**src/rtl/sasc_pkg.sv**
```systemverilog
package sasc_pkg;

    localparam int ANG_W     = 16;
    localparam int RATE_W    = 16;
    localparam int SPEED_W   = 16;
    localparam int CFG_W     = 16;
    localparam int CFG_IDX_W = 1;

    localparam logic OP_MEASURE = 1'b0;
    localparam logic OP_COMMAND = 1'b1;

    localparam logic [CFG_IDX_W-1:0] CFG_RADIUS = 1'b0;
    localparam logic [CFG_IDX_W-1:0] CFG_LENGTH = 1'b1;

    localparam logic [CFG_W-1:0] RADIUS_RST = 16'd410;
    localparam logic [CFG_W-1:0] LENGTH_RST = 16'd2048;

    // Angles in Q12
    localparam logic [15:0] PI_Q12      = 16'd12868;
    localparam logic [15:0] TWO_PI_Q12  = 16'd25736;
    localparam logic [15:0] FOUR_PI_Q12 = 16'd51472;
    localparam logic [12:0] HALF_PI_Q12 = 13'd6434;

    // Speed scale in unsigned Q16
    localparam logic [16:0] SCALE_ONE   = 17'd65536;
    localparam logic [16:0] SCALE_FLOOR = 17'd655;
    localparam logic [12:0] LOW_LIMIT   = 13'd820;
    localparam logic [12:0] HIGH_LIMIT  = 13'd4096;

    // Quotient bits of the turn-rate divide; anything wider saturates anyway
    localparam int DIV_STEPS = 17;

    typedef struct packed {
        logic              op;
        logic              has_steer_one;
        logic              has_steer_two;
        logic [ANG_W-1:0]  angle_one;
        logic [ANG_W-1:0]  angle_two;
        logic              has_wheel_one;
        logic              has_wheel_two;
        logic [RATE_W-1:0] wheel_rate_one;
        logic [RATE_W-1:0] wheel_rate_two;
    } t_in_item;

    typedef struct packed {
        logic               drive_one_valid;
        logic [SPEED_W-1:0] drive_one_linear;
        logic [SPEED_W-1:0] drive_one_angular;
        logic               drive_two_valid;
        logic [SPEED_W-1:0] drive_two_linear;
        logic [SPEED_W-1:0] drive_two_angular;
    } t_out_item;

    typedef struct packed {
        logic load;
        logic store_meas;
        logic reduce;
        logic fold;
        logic square;
        logic cube;
        logic scale;
        logic lin_mul;
        logic lin_scale;
        logic lin_round;
        logic div_step;
        logic load_out;
    } t_dp_cmd;

    function automatic logic [SPEED_W-1:0] sat16(input logic neg, input logic [20:0] mag);
        logic [20:0] negm;
        negm = ~mag + 21'd1;
        if (neg) begin
            sat16 = (mag > 21'd32768) ? 16'h8000 : negm[15:0];
        end else begin
            sat16 = (mag > 21'd32767) ? 16'h7fff : mag[15:0];
        end
    endfunction

endpackage

```
**src/rtl/sasc_ctrl.sv**
```systemverilog
module sasc_ctrl import sasc_pkg::*; (
    input  logic    i_clk,
    input  logic    i_rst_n,
    input  logic    i_in_valid,
    input  logic    i_op,
    input  logic    i_any_wheel,
    input  logic    i_out_stall,
    output logic    o_in_stall,
    output logic    o_out_valid,
    output t_dp_cmd o_cmd
);

    localparam logic [3:0] ST_IDLE      = 4'd0;
    localparam logic [3:0] ST_REDUCE    = 4'd1;
    localparam logic [3:0] ST_FOLD      = 4'd2;
    localparam logic [3:0] ST_SQUARE    = 4'd3;
    localparam logic [3:0] ST_CUBE      = 4'd4;
    localparam logic [3:0] ST_SCALE     = 4'd5;
    localparam logic [3:0] ST_LIN_MUL   = 4'd6;
    localparam logic [3:0] ST_LIN_SCALE = 4'd7;
    localparam logic [3:0] ST_LIN_ROUND = 4'd8;
    localparam logic [3:0] ST_DIVIDE    = 4'd9;
    localparam logic [3:0] ST_DONE      = 4'd10;

    localparam int CNT_W = $clog2(DIV_STEPS);

    logic [3:0]       r_state, n_state;
    logic [CNT_W-1:0] r_cnt, n_cnt;
    logic             r_out_valid, n_out_valid;
    logic             w_accept;
    logic             w_out_free;

    assign o_in_stall  = (r_state != ST_IDLE);
    assign o_out_valid = r_out_valid;
    assign w_accept    = i_in_valid && !o_in_stall;
    assign w_out_free  = !r_out_valid || !i_out_stall;

    always_comb begin
        n_state     = r_state;
        n_cnt       = r_cnt;
        n_out_valid = r_out_valid;
        o_cmd       = '0;
        if (r_out_valid && !i_out_stall) begin
            n_out_valid = 1'b0;
        end
        unique case (r_state)
            ST_IDLE: begin
                if (w_accept) begin
                    if (i_op == OP_MEASURE) begin
                        o_cmd.store_meas = 1'b1;
                    end else if (i_any_wheel) begin
                        o_cmd.load = 1'b1;
                        n_state    = ST_REDUCE;
                    end
                end
            end
            ST_REDUCE: begin
                o_cmd.reduce = 1'b1;
                n_state      = ST_FOLD;
            end
            ST_FOLD: begin
                o_cmd.fold = 1'b1;
                n_state    = ST_SQUARE;
            end
            ST_SQUARE: begin
                o_cmd.square = 1'b1;
                n_state      = ST_CUBE;
            end
            ST_CUBE: begin
                o_cmd.cube = 1'b1;
                n_state    = ST_SCALE;
            end
            ST_SCALE: begin
                o_cmd.scale = 1'b1;
                n_state     = ST_LIN_MUL;
            end
            ST_LIN_MUL: begin
                o_cmd.lin_mul = 1'b1;
                n_state       = ST_LIN_SCALE;
            end
            ST_LIN_SCALE: begin
                o_cmd.lin_scale = 1'b1;
                n_state         = ST_LIN_ROUND;
            end
            ST_LIN_ROUND: begin
                o_cmd.lin_round = 1'b1;
                n_cnt           = '0;
                n_state         = ST_DIVIDE;
            end
            ST_DIVIDE: begin
                o_cmd.div_step = 1'b1;
                n_cnt          = r_cnt + 1'b1;
                if (r_cnt == CNT_W'(DIV_STEPS - 1)) begin
                    n_state = ST_DONE;
                end
            end
            ST_DONE: begin
                // hold the result until the output register is free
                if (w_out_free) begin
                    o_cmd.load_out = 1'b1;
                    n_out_valid    = 1'b1;
                    n_state        = ST_IDLE;
                end
            end
            default: begin
                n_state = ST_IDLE;
            end
        endcase
    end

    always_ff @(posedge i_clk) begin
        if (!i_rst_n) begin
            r_state     <= ST_IDLE;
            r_cnt       <= '0;
            r_out_valid <= 1'b0;
        end else begin
            r_state     <= n_state;
            r_cnt       <= n_cnt;
            r_out_valid <= n_out_valid;
        end
    end

endmodule

```
**config.mk**
```make
export PLATFORM = sky130hd
export DESIGN_NAME = sasc_ctrl
export DESIGN_NICKNAME = d
export VERILOG_FILES = /design/src/rtl/sasc_pkg.sv /design/src/rtl/sasc_ctrl.sv
export SDC_FILE = /design/constraint.sdc
export NUM_CORES = 1
export LEC_CHECK = 0
export BUFFER_PORTS_ARGS = -buffer_cell sky130_fd_sc_hd__buf_4
export CAP_MARGIN = 20
export CORE_MARGIN = 1.5
export CORE_UTILIZATION = 48
export CTS_BUF_LIST = sky130_fd_sc_hd__clkbuf_16
export DETAILED_ROUTE_END_ITERATION = 10
export PLACE_DENSITY_LB_ADDON = 0.1
export SKIP_CTS_REPAIR_TIMING = 1
export SYNTH_ARGS = -nofsm -noshare
export SYNTH_HDL_FRONTEND = slang
export SYNTH_SLANG_ARGS = --single-unit
```
**constraint.sdc**
```tcl
create_clock -name i_clk -period 1.6 [get_ports i_clk]
set_input_delay 0.24 -clock i_clk [delete_from_list [all_inputs] [get_ports i_clk]]
set_output_delay 0.24 -clock i_clk [all_outputs]
set_load 0.01 [all_outputs]
```
==> results of run 1 <==
state kept, by name, indices dropped and copies added (netlist names):
signal       flops
r_cnt            5
o_out_valid      1
r_state          4
through the flow:
| step | hold WS (ns) | power, mW | setup slack, ns |
|---|---|---|---|
| floorplan | 0.4188 | 0.4318 | 0.3276 |
| detailed placement | 0.5152 | 0.5202 | 0.2016 |
| global placement | 0.4986 | 0.5161 | 0.2119 |
| finish | 0.2923 | 0.9894 | 0.06498 |
| global route | 0.3035 | 1.031 | -0.01718 |
| CTS | 0.2957 | 0.9702 | -0.05060 |
per-layer routing:
| layer | share of wire | up-vias | GRT usage | wire length, um |
|---|---|---|---|---|
| li1 | - | 336 | - | - |
| met1 | 0.45 | 292 | 0.2391 | 680 |
| met2 | 0.47 | 21 | 0.3306 | 712 |
| met3 | 0.060 | 4 | 0.08333 | 92 |
| met4 | 0.026 | 0 | 0.1552 | 39 |
| met5 | 0 | - | 0 | 0 |
final cells by class:
class	count	share of cell area
clock inverters	1	0.004127
well taps	15	0.02063
inverters	4	0.01651
repair buffers	23	0.1898
clock buffers	3	0.08253
flip-flops and latches	10	0.2256
multi-input cells	65	0.4608
critical path, cell delays in order, from the launching register on:
cell and delay [ns]:
dfxtp_1 0.34, buf_4 0.17, nor2_2 0.15, nand2_2 0.10
nor3b_2 0.16, buf_4 0.14
power groups by stage:
stage | logic [mW] | registers (mW) | clock network, mW
3_5_place_dp | 0.216 | 0.304 | 0
4_1_cts | 0.217 | 0.299 | 0.454
5_1_grt | 0.253 | 0.309 | 0.469
3_3_place_gp | 0.213 | 0.303 | 0
6_report | 0.233 | 0.304 | 0.452
2_1_floorplan | 0.152 | 0.280 | 0
logic make-up (layout without fill, tap and decap cells):
family | Yosys count | in the layout | synth area share
xor+xnor | 1 | 1 | 0.01329
compound gates | 17 | 17 | 0.1708
mux | 1 | 1 | 0.01708
buf+inv | 9 | 31 | 0.07970
fa+ha+maj | 2 | 2 | 0.03794
flops | 10 | 10 | 0.3036
simple gates | 44 | 44 | 0.3776
cells in the final DEF, fill, tap and decap left out, types with 4 or more instances in the layout:
cell type / synthesis / final
buf_4: 1 / 23
dfxtp_1: 10 / 8
nor2_1: 8 / 6
nor3_1: 6 / 6
nand2_1: 7 / 6
nand3_1: 6 / 6
inv_1: 4 / 4
nand2b_1: 4 / 4
o21ai_0: 4 / 4
path summary, 6_finish.rpt:
| path | start | endpoint | slack, ns | depth (start not counted) |
|---|---|---|---|---|
| worst max register to register | r_state[3] | r_cnt[4] | 0.21 | 4 |
| worst min-delay path | i_rst_n | r_state[0] | 0.29 | 3 |
| worst max-delay path | r_state[3] | o_cmd[10] | 0.06 | 5 |
| worst min register to register | r_state[3] | r_state[2] | 0.51 | 1 |
==> summary.txt, run 1 <==
status = finished clean
Die H = 40.07 um
drt via density = 5.397
CP Class = flop to output port
GR Overflow Total = 0
Clock Skews = 0.001463 ns
routability congestion estimate = 0.7315
Initial Util = 0.5131
CTS H-tree lvls = 1
Gate power share = 0.236
DIE AREA = 1605 um2
pwr dens = 1088 nW/um2
Setup crit end kind = output port
Starting DRT DRC Count = 7
DR WL/cell = 12.60 um
CP max FO = 7
syn nets = 92
post-synthesis cell type with the largest combined area = dfxtp_1
Power Internal = 0.7159 mW
Core Box Area = 1285 um2
HPWL after DPL = 1128 um
Die Span X = 40.07 um
Clk network pwr share = 0.457
number of distinct library cells after synthesis = 31
DRC Markers = 0
syn_area_per_cell = 7.850 um2
sequential share of the synthesized area = 0.3036
Slew Viols, Final = 0
area grow syn2layout = 37.95%
routed vias = 653
top cells by area, synth = dfxtp_1 30%, nand3_1 4.6%, nor3_1 4.6%
fillers = 104
area post-placement = 805.8 um2
number of flops mapped to enable cells by yosys = 0
GRT Total Usage = 0.2150
Synth Register Bits = 10
worst min path class = input port to flop
Slew Limit Headroom = 0.8174
FFs w/ async S/R, synth = 0
clk root buf = clkbuf_16
yosys warns = 0
nature of the critical path startpoint = flop
Period Utilization, post-route = 0.9594
sequential power share = 0.307
post-route ant nets = 0
min cycle time layout = 1.535 ns
Syn Inst Count = 84
Slew @ Worst Pin = 0.2701 ns
ant diodes = 0
Arr. time, crit path = 1.30 ns
highest clock rate = 0.6515 GHz
IO buf count = 19
largest net degree at the start of global routing = 16
Sw Share = 0.2764
Synth top area share = 0.3036
CTS Buffer Depth = 2
Reg clk slew, reported paths = 0.04 ns
nets@finish = 115
Post-Synthesis Cell Area = 659.4 um2
Register Area = 205.2 um2
vias in the first global route = 512
Max Cap Viol = 0
Setup Total Neg Slack = 0 ns
Pre-Repair DR Iteration Count = 4
# placed instances = 116
Final Setup Violations = 0
first-pass GRT wire length = 2104 um
Crit path required time = 1.36 ns
layout cells sized above 1 = 0.3302
Fin. Hold Viols = 0
CTS tree = done
non-filler cells, final = 121
post-route cell area = 909.6 um2
Primary FF master, synth = dfxtp_1
Leak = 0.3762 nW
antenna violations before repair = 0
Psw = 0.2735 mW
Peak supply drop = 1.031 mV
Core Util, Final = 0.7079
count leader, synth = dfxtp_1
CTS Buf Count = 3
row count = 13
Ports = 20
Multi-input gate area = 419.2 um2
clk sinks = 10
worst skew pair latency = 0.24 ns
drt total wl = 1524 um
Post-synth top cells = 10 x dfxtp_1, 8 x nor2_1, 7 x nand2_1, 6 x nand3_1, 6 x nor3_1
Power figures use the tool's default switching activity.
==> inputs of run 2 (changes only) <==
--- a/config.mk
+++ b/config.mk
@@ -11,6 +11,7 @@
 export CORE_UTILIZATION = 48
 export CTS_BUF_LIST = sky130_fd_sc_hd__clkbuf_16
 export DETAILED_ROUTE_END_ITERATION = 10
+export GPL_TIMING_DRIVEN = 0
 export PLACE_DENSITY_LB_ADDON = 0.1
 export SKIP_CTS_REPAIR_TIMING = 1
 export SYNTH_ARGS = -nofsm -noshare
==> run 2 against run 1 <==
- via count unchanged
- core utilization down 1.3 points
- hold slack better by 0.058 ns
- clock power down 4.4%
- register-to-register slack better by 0.08 ns
- cell area down 1.8%
- count of clock-buffer cells in the layout unchanged
- die area unchanged
- combinational power up 3%
- power down 3.8%
- fmax up 2.1%
- critical endpoint is now o_cmd[0]
==> summary.txt, run 2 (same netlist as run 1, synthesis figures left out) <==
largest reg by FF count = r_cnt (unchanged)
Arr. time, crit path = 1.26 ns (was 1.30 ns)
antenna violations before repair = 0 (unchanged)
pwr dens = 1065 nW/um2 (was 1088 nW/um2)
Period Utilization, post-route = 0.9400 (was 0.9594)
met3 Usage GRT = 0.03333 (was 0.08333)
Pre-Repair DR Iteration Count = 4 (unchanged)
routed vias = 653 (unchanged)
Die H = 40.07 um (unchanged)
met1 Use GR = 0.2609 (was 0.2391)
CTS Buf Count = 3 (unchanged)
Gate power share = 0.251 (was 0.236)
Max Cap Viol = 0 (unchanged)
R2R depth = 5 (was 4)
layout cells sized above 1 = 0.2667 (was 0.3302)
worst min path class = input port to flop (unchanged)
nets@finish = 115 (unchanged)
Reg clk slew, reported paths = 0.04 ns (about the same)
CTS tree = done (unchanged)
sequential power share = 0.295 (was 0.307)
largest net degree at the start of global routing = 11 (was 16)
Initial Util = 0.5131 (unchanged)
clk root buf = clkbuf_16 (unchanged)
drt via density = 5.442 (was 5.397)
FF-to-FF Start = r_state[1] (was r_state[3])
Peak supply drop = 0.7755 mV (was 1.031 mV)
Worst path max stage delay = 0.35 ns (was 0.34 ns)
CTS H-tree lvls = 1 (unchanged)
worst skew pair latency = 0.23 ns (was 0.24 ns)
R2R setup slack = 0.29 ns (was 0.21 ns)
drt total wl = 1494 um (was 1524 um)
Largest register FFs = 5 (unchanged)
Buf/Inv on CP = 1 (was 2)
Setup Total Neg Slack = 0 ns (unchanged)
fillers = 115 (was 104)
ant diodes = 0 (unchanged)
end of the worst register-to-register path = r_cnt[2] (was r_cnt[4])
area grow syn2layout = 35.48% (was 37.95%)
GR Overflow Total = 0 (unchanged)
Clock Skews = 0.001173 ns (was 0.001463 ns)
most frequent cells in the layout = 19 x buf_4, 10 x dfxtp_1, 8 x nor2_1 (was 23 x buf_4, 8 x dfxtp_1)
CP max FO = 6 (was 7)
commonest non-fill, non-tap cell in the layout = buf_4 (unchanged)
GRT Total Usage = 0.2203 (was 0.2150)
DRC Markers = 0 (unchanged)
M2 GR Usage = 0.3589 (was 0.3306)
Ports = 20 (unchanged)
Sw Share = 0.2682 (was 0.2764)
highest clock rate = 0.6649 GHz (was 0.6515 GHz)
Slew @ Worst Pin = 0.4060 ns (was 0.2701 ns)
vias in the first global route = 550 (was 512)
RSZ-0062 raised after global routing = no
nature of the critical path startpoint = flop (unchanged)
Slew Limit Headroom = 0.7293 (was 0.8174)
Fin. Hold Viols = 0 (unchanged)
Core Util, Final = 0.6952 (was 0.7079)
first-pass GRT wire length = 2277 um (was 2104 um)
Hold Path Depth = 3 (unchanged)
Power Internal = 0.6965 mW (was 0.7159 mW)
IO buf count = 18 (was 19)
CP Class = flop to output port (unchanged)
Starting DRT DRC Count = 19 (was 7)
Final Setup Violations = 0 (unchanged)
HPWL after DPL = 1109 um (was 1128 um)
clk sinks = 10 (unchanged)
Psw = 0.2553 mW (was 0.2735 mW)
CTS Buffer Depth = 2 (unchanged)
Hold Crit Start = i_out_stall (was i_rst_n)
Core Box Area = 1285 um2 (unchanged)
Cell Chain, Critical Path = or2b_1, nand2b_1, a21oi_1, buf_4 (was buf_4, nor2_2, nand2_2, nor3b_2, buf_4)
post-route ant nets = 0 (unchanged)
Leak = 0.3677 nW (was 0.3762 nW)
Hold Path Sink = o_out_valid (was r_state[0])
status = finished clean (unchanged)
DIE AREA = 1605 um2 (unchanged)
Slew Viols, Final = 0 (unchanged)
Slowest cell on crit path = dfxtp_1 (unchanged)
GRT Max-Usage Layer = met2 (unchanged)
routability congestion estimate = 0.7292 (was 0.7315)
DR WL/cell = 12.45 um (was 12.60 um)
min cycle time layout = 1.504 ns (was 1.535 ns)
Clk network pwr share = 0.453 (was 0.457)
Die Span X = 40.07 um (unchanged)
Crit path required time = 1.36 ns (about the same)
critical path's top delay family = simple AND/OR/NAND/NOR gates (unchanged)
Setup crit end kind = output port (unchanged)
row count = 13 (unchanged)
==> run 2: how the worst max path moves through the flow <==
stage	from	end	slack, ns	cells past startpoint
after floorplan	r_state[2]	o_cmd[10]	0.33	4
after global placement	r_state[3]	r_cnt[2]	0.35	5
after detailed placement	r_state[3]	r_cnt[2]	0.30	5
after CTS	r_state[3]	o_cmd[10]	0.07	5
after global routing	r_state[0]	o_cmd[6]	0.01	3
final	r_state[0]	o_cmd[0]	0.1	4
==> run 2: layout make-up <==
| class | count | area, um2 | area share |
|---|---|---|---|
| buffer | 5 | 37.54 | 0.04202 |
| clock buffer | 3 | 75.07 | 0.08403 |
| inverter | 4 | 15.01 | 0.01681 |
| multi-input combinational | 65 | 411.6 | 0.4608 |
| sequential | 10 | 200.2 | 0.2241 |
| tap | 15 | 18.77 | 0.02101 |
| timing repair buffer | 18 | 135.1 | 0.1513 |
==> run 2: routing by layer <==
layer  up-vias  routed length [um]
li1        336                   -
met1       294                 663
met2        18                 706
met3         5                  80
met4         0                  43
met5         -                   0
==> run 2: worst min-delay path: stages <==
cell and delay, ns:
buf_4 0.11, nand2_1 0.09, a21boi_0 0.09
==> run 2: power groups by stage <==
stage | registers, mW | clock network [mW] | logic (mW)
6_report | 0.281 | 0.432 | 0.239
5_1_grt | 0.284 | 0.445 | 0.267
4_1_cts | 0.280 | 0.437 | 0.236
3_5_place_dp | 0.284 | 0 | 0.235
3_3_place_gp | 0.284 | 0 | 0.233
2_1_floorplan | 0.280 | 0 | 0.152
==> run 2: per-stage QoR <==
step	instances	hold slack [ns]	setup WS [ns]	cell area [um2]	total power, mW
2_1_floorplan	84	0.4188	0.3276	659.4	0.4318
3_3_place_gp	117	0.5099	0.3495	813.3	0.5163
3_5_place_dp	117	0.5377	0.3017	813.3	0.5184
4_1_cts	120	0.3476	0.06689	888.4	0.9524
5_1_grt	120	0.3740	0.01355	893.4	0.9951
6_report	120	0.3507	0.09605	893.4	0.9518
==> inputs of run 3 (changes only) <==
--- a/config.mk
+++ b/config.mk
@@ -7,8 +7,10 @@
 export LEC_CHECK = 0
 export BUFFER_PORTS_ARGS = -buffer_cell sky130_fd_sc_hd__buf_4
 export CAP_MARGIN = 20
+export CELL_PAD_IN_SITES_DETAIL_PLACEMENT = 2
+export CELL_PAD_IN_SITES_GLOBAL_PLACEMENT = 2
 export CORE_MARGIN = 1.5
-export CORE_UTILIZATION = 48
+export CORE_UTILIZATION = 27
 export CTS_BUF_LIST = sky130_fd_sc_hd__clkbuf_16
 export DETAILED_ROUTE_END_ITERATION = 10
 export GPL_TIMING_DRIVEN = 0
==> constraint.sdc (replaced) <==
create_clock -name i_clk -period 1.5 [get_ports i_clk]
set_input_delay 0.225 -clock i_clk [delete_from_list [all_inputs] [get_ports i_clk]]
set_output_delay 0.225 -clock i_clk [all_outputs]
set_load 0.01 [all_outputs]
==> run 3 against run 2 <==
- worst setup slack lost 0.047 ns
- core utilization is 27 points lower
- power rose by 12%
- critical path type unchanged
- largest power group unchanged
==> summary.txt, run 3 (same netlist as run 1, synthesis figures left out) <==
status = finished clean (unchanged)
Die Span X = 52.42 um (was 40.07 um)
Peak supply drop = 0.6711 mV (was 0.7755 mV)
largest net degree at the start of global routing = 11 (unchanged)
RSZ-0062 raised after global routing = yes (was no)
CP Class = flop to output port (unchanged)
Final Setup Violations = 0 (unchanged)
worst skew pair latency = 0.23 ns (about the same)
WHS = 0.3861 ns (was 0.3507 ns)
Hold Path Depth = 3 (unchanged)
row count = 17 (was 13)
drt total wl = 2161 um (was 1494 um)
pwr dens = 1116 nW/um2 (was 1065 nW/um2)
first-pass GRT wire length = 3374 um (was 2277 um)
Period Utilization, post-route = 0.9672
CTS Buffer Depth = 2 (unchanged)
ant diodes = 0 (unchanged)
routability congestion estimate = 0.7103 (was 0.7292)
Largest register FFs = 5 (unchanged)
DIE AREA = 2748 um2 (was 1605 um2)
nets@finish = 116 (was 115)
Initial Util = 0.2925 (was 0.5131)
critical path's top delay family = simple AND/OR/NAND/NOR gates (unchanged)
largest reg by FF count = r_cnt (unchanged)
post-route cell area = 950.9 um2 (was 893.4 um2)
GRT Total Usage = 0.1684 (was 0.2203)
HPWL after DPL = 1506 um (was 1109 um)
antenna violations before repair = 0 (unchanged)
Hold Crit Start = i_out_stall (unchanged)
Die H = 52.42 um (was 40.07 um)
Fin. Hold Viols = 0 (unchanged)
Leak = 0.3886 nW (was 0.3677 nW)
CTS H-tree lvls = 1 (unchanged)
CP max FO = 10 (was 6)
Slew @ Worst Pin = 0.4422 ns (was 0.4060 ns)
Slew Limit Headroom = 0.7052 (was 0.7293)
CTS Buf Count = 3 (unchanged)
# placed instances = 130 (was 117)
DR WL/cell = 16.13 um (was 12.45 um)
end of the worst register-to-register path = r_cnt[3] (was r_cnt[2])
Slowest cell on crit path = dfxtp_1 (unchanged)
vias in the first global route = 705 (was 550)
Setup Total Neg Slack = 0 ns (unchanged)
GR Overflow Total = 0 (unchanged)
Setup crit end kind = output port (unchanged)
area grow syn2layout = 44.21% (was 35.48%)
Ports = 20 (unchanged)
post-route ant nets = 0 (unchanged)
IO buf count = 18 (unchanged)
Max Cap Viol = 0 (unchanged)
DRC Markers = 0 (unchanged)
CTS tree = done (unchanged)
clk root buf = clkbuf_16 (unchanged)
commonest non-fill, non-tap cell in the layout = buf_4 (unchanged)
routed vias = 694 (was 653)
Crit path required time = 1.27 ns (was 1.36 ns)
R2R setup slack = 0.10 ns (was 0.29 ns)
Slew Viols, Final = 0 (unchanged)
nature of the critical path startpoint = flop (unchanged)
Hold Path Sink = o_out_valid (unchanged)
R2R depth = 4 (was 5)
Arr. time, crit path = 1.23 ns (was 1.26 ns)
layout cells sized above 1 = 0.3774 (was 0.2667)
Core Box Area = 2255 um2 (was 1285 um2)
Clock Skews = 0.003291 ns (was 0.001173 ns)
Starting DRT DRC Count = 2 (was 19)
non-filler cells, final = 134 (was 120)
Cell Chain, Critical Path = buf_6, nor2_2, nand2_2, nor3b_2, buf_4 (was or2b_1, nand2b_1, a21oi_1, buf_4)
Core Util, Final = 0.4218 (was 0.6952)
highest clock rate = 0.6893 GHz
min cycle time layout = 1.451 ns
drt via density = 5.179 (was 5.442)
Worst path max stage delay = 0.33 ns (was 0.35 ns)
most frequent cells in the layout = 20 x buf_4, 9 x dfxtp_1, 6 x nand2_1, 6 x nand3_1, 5 x nor3_1 (was 19 x buf_4, 10 x dfxtp_1, 8 x nor2_1)
area post-placement = 829.5 um2 (was 813.3 um2)
Pre-Repair DR Iteration Count = 3 (was 4)
Buf/Inv on CP = 2 (was 1)
clk sinks = 10 (unchanged)
Reg clk slew, reported paths = 0.04 ns (about the same)
FF-to-FF Start = r_state[3] (was r_state[1])
worst min path class = input port to flop (unchanged)
run 3: final cells by class:
type | instances | area [um2]
fillers | 281 | 1304
plain buffers | 5 | 38.79
flip-flops and latches | 10 | 201.4
multi-input cells | 65 | 442.9
clock buffers | 3 | 75.07
well taps | 28 | 35.03
inverters | 4 | 15.01
repair buffers | 19 | 142.6
run 3: worst max-delay path by stage:
stage          startpoint         end  slack [ns]  depth (start not counted)
3_5_place_dp   r_state[0]  r_state[3]        0.15                          4
6_report       r_state[2]   o_cmd[10]        0.05                          5
2_1_floorplan  r_state[2]   o_cmd[10]        0.24                          4
4_1_cts        r_state[0]    o_cmd[2]       -0.08                          3
5_1_grt        r_state[3]   o_cmd[10]       -0.03                          5
3_3_place_gp   r_state[0]  r_state[3]        0.19                          4
run 3: worst reg2reg max path, cell delays in order, from the launching register on:
cell	delay (ns)
dfxtp_1	0.35
nor2b_2	0.27
nand2b_1	0.21
nor4b_1	0.37
o21a_1	0.15
run 3: metrics by stage:
step	power [mW]	worst slack (ns)
finish	1.062	0.04924
global route	1.117	-0.03249
CTS	1.038	-0.08464
floorplan	0.4606	0.2426
detailed placement	0.5714	0.1465
global placement	0.5644	0.1886
run 3: report_power, final:
part           total, mW  internal, mW  leakage, nW  switching (mW)
combinational      0.295         0.133        0.270           0.162
sequential         0.303         0.285       0.0813          0.0184
clock              0.463         0.345       0.0370           0.118
total               1.06         0.763        0.389           0.298
run 3: routing by layer:
layer | global-route usage | vias up | wire length [um]
met4 | 0.02564 | 0 | 0
met3 | 0.05143 | 0 | 114
met2 | 0.2896 | 17 | 1059
li1 | - | 340 | -
met1 | 0.2087 | 337 | 988
met5 | 0 | - | 0
